$ cat config.mk
export PLATFORM = sky130hd
export DESIGN_NAME = edf_slice_scheduler_unit
export DESIGN_NICKNAME = d
export VERILOG_FILES = /design/src/design/edfss_pkg.sv /design/src/design/edfss_cell.sv /design/src/design/edf_slice_scheduler_unit.sv
export SDC_FILE = /design/constraint.sdc
export NUM_CORES = 2
export LEC_CHECK = 0
export BUFFER_PORTS_ARGS = -buffer_cell sky130_fd_sc_hd__buf_2
export CAP_MARGIN = 20
export CORE_MARGIN = 3
export CORE_UTILIZATION = 30
export DETAILED_ROUTE_END_ITERATION = 12
export PLACE_DENSITY_LB_ADDON = 0.2
export SYNTH_ARGS = -nofsm -noshare
export SYNTH_HDL_FRONTEND = slang
export SYNTH_SLANG_ARGS = --single-unit
$ cat constraint.sdc
create_clock -name aclk -period 9.2 [get_ports aclk]
set_clock_uncertainty 0.2 [all_clocks]
set_input_delay 1.38 -clock aclk [delete_from_list [all_inputs] [get_ports aclk]]
set_output_delay 1.38 -clock aclk [all_outputs]
set_load 0.02 [all_outputs]
$ cat src/design/edfss_pkg.sv
// Package for the EDF slice scheduler: shared constants, register codes and the
// structs passed between the top level and the scan cells.
// No dependencies.
`timescale 1ns / 1ps

package edfss_pkg;

    localparam int unsigned TASK_SLOTS_DEF = 16;
    localparam int unsigned IDX_W          = 6;
    localparam int unsigned SLOT_W         = 4;
    localparam int unsigned TIME_W         = 32;
    localparam int unsigned ID_W           = 8;
    localparam int unsigned COUNT_W        = 5;
    localparam int unsigned SLICE_W        = 16;

    localparam logic [SLICE_W-1:0] SLICE_RESET = 16'd1000;

    localparam logic KIND_LOAD = 1'b0;
    localparam logic KIND_TICK = 1'b1;

    localparam logic REG_TASK_COUNT   = 1'b0;
    localparam logic REG_SLICE_LENGTH = 1'b1;

    typedef struct packed {
        logic              valid;
        logic              found;
        logic [TIME_W-1:0] deadline;
        logic [IDX_W-1:0]  idx;
        logic [ID_W-1:0]   id;
    } token_t;

    typedef struct packed {
        logic               load_en;
        logic [SLOT_W-1:0]  load_slot;
        logic [TIME_W-1:0]  arrival;
        logic [TIME_W-1:0]  run;
        logic [TIME_W-1:0]  deadline;
        logic [ID_W-1:0]    id;
        logic               dec_en;
        logic [IDX_W-1:0]   dec_idx;
        logic [SLICE_W-1:0] slice;
        logic [TIME_W-1:0]  time_now;
        logic [COUNT_W-1:0] task_count;
    } cell_cmd_t;

endpackage

$ cat src/design/edfss_cell.sv
// One task slot of the scan chain: holds the slot's task and compares it
// against the best candidate handed in by the previous cell.
// Depends on edfss_pkg.
`timescale 1ns / 1ps

module edfss_cell #(
    parameter int unsigned IDX = 0
) (
    input  logic               aclk,
    input  logic               aresetn,
    input  edfss_pkg::cell_cmd_t cmd,
    input  edfss_pkg::token_t  tok_in,
    output edfss_pkg::token_t  tok_out
);
    import edfss_pkg::*;

    logic [TIME_W-1:0] arrival_reg;
    logic [TIME_W-1:0] remaining_reg;
    logic [TIME_W-1:0] deadline_reg;
    logic [ID_W-1:0]   id_reg;
    token_t            tok_reg;
    token_t            tok_next;
    logic              in_range;
    logic              eligible;
    logic              load_hit;
    logic              dec_hit;
    logic [TIME_W-1:0] slice_ext;
    logic [TIME_W-1:0] remaining_next;

    assign in_range  = IDX_W'(IDX) < {1'b0, cmd.task_count};
    assign eligible  = in_range && (arrival_reg <= cmd.time_now) && (remaining_reg != '0)
                       && (deadline_reg < tok_in.deadline);
    assign load_hit  = cmd.load_en && ({{(IDX_W-SLOT_W){1'b0}}, cmd.load_slot} == IDX_W'(IDX));
    assign dec_hit   = cmd.dec_en && (cmd.dec_idx == IDX_W'(IDX));
    assign slice_ext = {{(TIME_W-SLICE_W){1'b0}}, cmd.slice};

    always_comb begin
        remaining_next = (remaining_reg > slice_ext) ? (remaining_reg - slice_ext) : '0;
        tok_next       = tok_in;
        if (eligible) begin
            tok_next.found    = 1'b1;
            tok_next.deadline = deadline_reg;
            tok_next.idx      = IDX_W'(IDX);
            tok_next.id       = id_reg;
        end
    end

    always_ff @(posedge aclk) begin
        if (load_hit) begin
            arrival_reg   <= cmd.arrival;
            remaining_reg <= cmd.run;
            deadline_reg  <= cmd.deadline;
            id_reg        <= cmd.id;
        end else if (dec_hit) begin
            remaining_reg <= remaining_next;
        end
    end

    always_ff @(posedge aclk) begin
        if (!aresetn) begin
            tok_reg.valid <= 1'b0;
        end else begin
            tok_reg <= tok_next;
        end
    end

    assign tok_out = tok_reg;

endmodule

$ cat src/design/edf_slice_scheduler_unit.sv
// Top level of the EDF slice scheduler: stream ports, APB registers, tick
// sequencing and the chain of edfss_cell task slots.
// Depends on edfss_pkg and edfss_cell.
//
//  channel   | ports            | carries
//  ----------+------------------+------------------------------------------
//  s_axis    | tvalid/tready    | load (tuser 0) or tick (tuser 1) request
//  m_axis    | tvalid/tready    | one result per tick, none per load
//  apb       | psel/penable/... | task_count (0x0), slice_length (0x4)
//
// During a tick the candidate moves one cell per cycle down the slot chain;
// a tick while halted skips the chain and goes straight to ST_DONE.
// Reset is synchronous, active low; slot contents are not cleared.
// A result waits in the output register; a tick stalls in ST_DONE only
// while that register is still full and m_axis_tready is low.
`timescale 1ns / 1ps

module edf_slice_scheduler_unit #(
    parameter int unsigned TASK_SLOTS = edfss_pkg::TASK_SLOTS_DEF
) (
    input  logic         aclk,
    input  logic         aresetn,
    input  logic         s_axis_tvalid,
    output logic         s_axis_tready,
    // slot[3:0], arrival_ms[35:4], run_ms[67:36], deadline_ms[99:68],
    // task_id[107:100], zero[111:108]
    input  logic [111:0] s_axis_tdata,
    // kind[0]
    input  logic         s_axis_tuser,
    output logic         m_axis_tvalid,
    input  logic         m_axis_tready,
    // chosen_slot[3:0], chosen_id[11:4], slice_time[43:12], zero[47:44]
    output logic [47:0]  m_axis_tdata,
    // task_valid[0]
    output logic         m_axis_tuser,
    input  logic         psel,
    input  logic         penable,
    input  logic         pwrite,
    input  logic [2:0]   paddr,
    input  logic [31:0]  pwdata,
    output logic [31:0]  prdata,
    output logic         pready
);
    import edfss_pkg::*;

    typedef enum logic [2:0] {
        ST_IDLE = 3'b001,
        ST_SCAN = 3'b010,
        ST_DONE = 3'b100
    } state_t;

    state_t              state_reg, state_next;
    logic                halted_reg, halted_next;
    logic [TIME_W-1:0]   time_reg, time_next;
    logic [COUNT_W-1:0]  task_count_reg;
    logic [SLICE_W-1:0]  slice_reg;
    token_t              pick_reg, pick_next;
    logic                m_valid_reg, m_valid_next;
    logic                res_valid_reg;
    logic [SLOT_W-1:0]   res_slot_reg;
    logic [ID_W-1:0]     res_id_reg;
    logic [TIME_W-1:0]   res_time_reg;

    logic                accept;
    logic                load;
    logic                tick;
    logic                commit;
    logic                cfg_wr;
    cell_cmd_t           cmd;
    token_t              tok [0:TASK_SLOTS];
    logic [TASK_SLOTS-1:0] tok_valid_vec;

    assign s_axis_tready = (state_reg == ST_IDLE);
    assign accept        = s_axis_tvalid && s_axis_tready;
    assign load          = accept && (s_axis_tuser == KIND_LOAD);
    assign tick          = accept && (s_axis_tuser == KIND_TICK);
    assign commit        = (state_reg == ST_DONE) && (!m_valid_reg || m_axis_tready);

    // configuration registers
    assign pready = 1'b1;
    assign cfg_wr = psel && penable && pwrite;

    always_ff @(posedge aclk) begin
        if (!aresetn) begin
            task_count_reg <= '0;
            slice_reg      <= SLICE_RESET;
        end else if (cfg_wr) begin
            case (paddr[2])
                REG_TASK_COUNT:   task_count_reg <= pwdata[COUNT_W-1:0];
                REG_SLICE_LENGTH: slice_reg      <= pwdata[SLICE_W-1:0];
                default:          ;
            endcase
        end
    end

    always_comb begin
        case (paddr[2])
            REG_TASK_COUNT:   prdata = {{(32-COUNT_W){1'b0}}, task_count_reg};
            REG_SLICE_LENGTH: prdata = {{(32-SLICE_W){1'b0}}, slice_reg};
            default:          prdata = '0;
        endcase
    end

    // broadcast to the cells
    always_comb begin
        cmd.load_en    = load;
        cmd.load_slot  = s_axis_tdata[3:0];
        cmd.arrival    = s_axis_tdata[35:4];
        cmd.run        = s_axis_tdata[67:36];
        cmd.deadline   = s_axis_tdata[99:68];
        cmd.id         = s_axis_tdata[107:100];
        cmd.dec_en     = commit && pick_reg.found;
        cmd.dec_idx    = pick_reg.idx;
        cmd.slice      = slice_reg;
        cmd.time_now   = time_reg;
        cmd.task_count = task_count_reg;
    end

    assign tok[0] = '{valid: tick && !halted_reg, found: 1'b0, deadline: '1,
                      idx: '0, id: '0};

    for (genvar g = 0; g < TASK_SLOTS; g++) begin : g_cell
        edfss_cell #(
            .IDX (g)
        ) u_cell (
            .aclk    (aclk),
            .aresetn (aresetn),
            .cmd     (cmd),
            .tok_in  (tok[g]),
            .tok_out (tok[g+1])
        );
        assign tok_valid_vec[g] = tok[g+1].valid;
    end

    // tick sequencing
    always_comb begin
        state_next   = state_reg;
        halted_next  = halted_reg;
        time_next    = time_reg;
        pick_next    = pick_reg;
        m_valid_next = m_valid_reg;
        if (m_axis_tready) begin
            m_valid_next = 1'b0;
        end
        case (state_reg)
            ST_IDLE: begin
                if (load) begin
                    halted_next = 1'b0;
                end
                if (tick) begin
                    if (halted_reg) begin
                        pick_next.found = 1'b0;
                        state_next      = ST_DONE;
                    end else begin
                        state_next = ST_SCAN;
                    end
                end
            end
            ST_SCAN: begin
                if (tok[TASK_SLOTS].valid) begin
                    pick_next  = tok[TASK_SLOTS];
                    state_next = ST_DONE;
                end
            end
            ST_DONE: begin
                if (commit) begin
                    m_valid_next = 1'b1;
                    state_next   = ST_IDLE;
                    if (pick_reg.found) begin
                        time_next = time_reg + {{(TIME_W-SLICE_W){1'b0}}, slice_reg};
                    end else begin
                        halted_next = 1'b1;
                    end
                end
            end
            default: state_next = ST_IDLE;
        endcase
    end

    always_ff @(posedge aclk) begin
        if (!aresetn) begin
            state_reg   <= ST_IDLE;
            halted_reg  <= 1'b0;
            time_reg    <= '0;
            m_valid_reg <= 1'b0;
        end else begin
            state_reg   <= state_next;
            halted_reg  <= halted_next;
            time_reg    <= time_next;
            m_valid_reg <= m_valid_next;
        end
    end

    always_ff @(posedge aclk) begin
        pick_reg <= pick_next;
        if (commit) begin
            res_valid_reg <= pick_reg.found;
            res_slot_reg  <= pick_reg.found ? pick_reg.idx[SLOT_W-1:0] : '0;
            res_id_reg    <= pick_reg.found ? pick_reg.id : '0;
            res_time_reg  <= time_reg;
        end
    end

    assign m_axis_tvalid = m_valid_reg;
    assign m_axis_tuser  = res_valid_reg;
    assign m_axis_tdata  = {4'b0000, res_time_reg, res_id_reg, res_slot_reg};

`ifndef ASSERT_OFF
    a_one_token: assert property (@(posedge aclk) disable iff (!aresetn)
        $countones(tok_valid_vec) <= 1)
        else $error("more than one candidate in the slot chain");

    a_tail_in_scan: assert property (@(posedge aclk) disable iff (!aresetn)
        tok[TASK_SLOTS].valid |-> (state_reg == ST_SCAN))
        else $error("candidate left the chain outside a scan");

    a_idle_halts: assert property (@(posedge aclk) disable iff (!aresetn)
        (commit && !pick_reg.found) |=> (halted_reg && !m_axis_tuser))
        else $error("idle result did not halt the scheduler");

    a_idle_time: assert property (@(posedge aclk) disable iff (!aresetn)
        (commit && !pick_reg.found) |=> $stable(time_reg))
        else $error("time advanced on an idle result");

    a_commit_room: assert property (@(posedge aclk) disable iff (!aresetn)
        commit |-> (!m_axis_tvalid || m_axis_tready))
        else $error("result overwrote an untaken result");
`endif

endmodule
==> results.yml <==
floorplanning:
  die_area_um2: 441000
  die_w_um: 664
  top_level_ports: 239
  die_h_um: 664
  start_util_pct: 30.2
  num_rows: 241
  core-area_um2: 431000
worst_hold_path:
  whs_endpoint: "cmd[54]$_DFFE_PP_"
  hold_class: "reg -> reg"
  min_from: "g_cell[15].u_cell.tok_out[9]$_SDFFCE_PP1P_"
  min_path_cells: 0
power_and_ir_drop:
  leakagePower_uw: 0.0538
  irDropWorstVdd_uv: 134
  power.density_nw_per_um2: 173
clocking:
  path_clk_slew_ns: 0.06
  numCtsBuffers: 298
  clk_latency_ns: 0.95
  clock_path_buffers: 4
  cts_resized: 0
  htree_levels: 5
  cts_root_buf: "clkbuf_16"
  cts_hold_buf: 0
  cts_tree: "done"
  clock-sinks: 2469
  post-cts-setup-buffer-count: 0
sta:
  slew_headroom_pct: 18.2
  final-setup-viol-count: 0
  timing.final.crit_period_ns: 5.41
  finalHoldViolCount: 0
  timing.fmax_mhz: 185
  worst_pin_slew_ns: 1.22
  post-route-period-util_pct: 58.8
  setup_tns_ns: 0
  slew_viol_final: 0
  rsz0062_at_grt: "no"
logic_synthesis:
  synthSimpleGateAreaFrac_pct: 9.60
  async_reset_ff_share_pct: 0
  synth_xor_area_share_pct: 3.07
  netlist_instances: 10400
  yosysWarningCount: 0
  synth_area_leader_cell: "edfxtp_1"
  syn_area_per_cell_um2: 12.5
  synthAdderAreaFrac_pct: 12.3
  ys_ff_latch: 2469
  ys_seq_area_share_pct: 56.5
  synth.area.top_cells: "edfxtp_1 55%, ha_1 12%, mux2_2 4.6%"
  synth_edf_count: 2395
  synth-main-ff-cell: "edfxtp_1"
  synth.area.mux_share_pct: 5.09
  yosys.cell_types.count: 94
  synth_top_area_share_pct: 55.3
  synth_top_family_by_area: "adder cells"
  synth_area_um2: 130000
  synth-compound-area-share_pct: 10.6
global_routing:
  grt_use_met3_pct: 2.10
  grt_max_degree: 160
  grt_busiest_layer: "met2"
  grt.met1_usage_pct: 23.9
  antenna_found_initial: 42
  grt_usage_pct: 17.5
  grt.overflow.total: 0
  use_met2_pct: 29.1
  grt_first_pass_wirelength_um: 581000
  grt_pass1_vias: 86300
cells_and_area:
  drive_above_1_share_pct: 13.5
  largest_register_ffs: 689
  final_common_cell: "edfxtp_1"
  fin_util_pct: 34.4
  layout_common_cells: "2395 x edfxtp_1, 1249 x ha_1, 813 x nand2_1"
  areaGrowthSynthToFinish_pct: 14.2
  final_cells: 16700
  nNetsFinal: 12200
route:
  first_pass_iters: 6
  drtIter0Drc: 7206
  dr_total_vias: 85700
  finalWirelength_um: 399000
  route.detailed.drc: 0
  drt.antenna.violating_nets: 0
  wl_per_cell_um: 23.9
  viasPerCell: 5.13
setup_path:
  r2r-start: "g_cell[6].u_cell.deadline_reg[2]$_DFFE_PP_"
  critPathRequiredTime_ns: 9.66
  arrival_ns: 5.88
  r2r_slack_ns: 3.79
  worst-r2r-cell-count: 11
  worstPathMaxFanout: 36
  worstSetupPathType: "reg -> reg"
  crit_chain: "ha_1 > a21o_1 > a31oi_1 > o2111ai_1 > nand2_1 > nor3_1 > a2111oi_0 > o21ai_0 > a211oi_4 > buf_4 > mux2_2"
  end_kind: "flop"
  worstSetupStartpointType: "flop"
  worstReg2RegEnd: "g_cell[6].u_cell.tok_out[18]$_DFFE_PP_"
  crit_slowest_cell: "a211oi_4"
  cpPeakStageDelay_ns: 0.85
outcome:
  status: "completed"
placed_design:
  routabilityCongestion: 0.847
  placed_cells: 16200
  port-buffer-count: 195
  dp_hpwl_um: 263000
flow_run:
  cap_violations: 0
==> cells by family after synthesis <==
kind of cell / after synthesis
and+or+nand+nor: 2499
muxes: 578
buffers and inverters: 949
adders and majority gates: 1266
other: 2
AOI/OAI and AO/OA: 2156
DFF: 2469
xor gates and xnor gates: 456
==> metal layers <==
layer  wire length, µm  up-vias
met4             13500       12
met2            186000     2098
li1                  -    40200
met5                81        -
met3             19300      618
met1            180000    42800
==> worst max-delay path: cells and delay by family, from the launching register on <==
kind	cells	cell delay (ns)
AOI/OAI and AO/OA	6	2.87
buffers and inverters	1	0.60
muxes	1	0.41
DFF	1	0.39
adders and majority gates	1	0.30
and+or+nand+nor	2	0.27
==> cells in the mapped netlist (132+ instances only) <==
cell      count
a21o_1      338
a21oi_1     541
clkbuf_1    249
edfxtp_1   2395
ha_1       1249
inv_1       630
mux2_2      535
nand2_1     813
nand3_1     132
nand4_1     244
nor2_1      389
nor3_1      166
nor4_1      146
o21ai_0     524
o31ai_1     211
xnor2_1     257
xor2_1      199
==> where the power goes <==
group / switching [µW] / internal (µW)
Combinational: 911 / 457
Sequential: 93.5 / 12600
Clock: 4930 / 6780
Total: 5930 / 19800
==> area by class of cell <==
| class | instances | area [µm²] |
|---|---|---|
| repair buffers | 376 | 2580 |
| flip-flops and latches | 2469 | 73400 |
| multi-input cells | 6976 | 53300 |
| fillers | 42000 | 283000 |
| clock buffers | 382 | 7890 |
| diodes | 7 | 17.5 |
| clock inverters | 150 | 1670 |
| well taps | 5710 | 7140 |
| inverters | 635 | 2420 |
==> worst max path at each step <==
stage                                          startpoint                                       endpoint  slack (ns)  cells after the start
2_1_floorplan                               m_axis_tready    g_cell[0].u_cell.remaining_reg[0]$_DFFE_PP_        2.07                      5
3_3_place_gp                                 s_axis_tuser     g_cell[0].u_cell.arrival_reg[24]$_DFFE_PP_        3.63                      6
3_5_place_dp                                 s_axis_tuser     g_cell[0].u_cell.arrival_reg[24]$_DFFE_PP_        3.62                      6
4_1_cts                        slice_reg[13]$_SDFFE_PN0P_  g_cell[13].u_cell.remaining_reg[21]$_DFFE_PP_        3.65                     12
5_1_grt                          time_reg[1]$_SDFFE_PN0P_         g_cell[6].u_cell.tok_out[45]$_DFFE_PP_        3.63                     13
6_report       g_cell[6].u_cell.deadline_reg[2]$_DFFE_PP_         g_cell[6].u_cell.tok_out[18]$_DFFE_PP_        3.79                     11
==> stage by stage <==
step	power [µW]	hold slack, ns	cell area, µm²	setup WS (ns)
floorplan	13600	0.200	130000	2.07
global placement	14300	0.200	139000	3.63
detailed placement	14300	0.205	139000	3.62
CTS	26100	0.221	148000	3.65
global route	26700	0.225	148000	3.63
finish	25700	0.218	148000	3.79
Note: power is estimated with default switching activity, not from simulation.
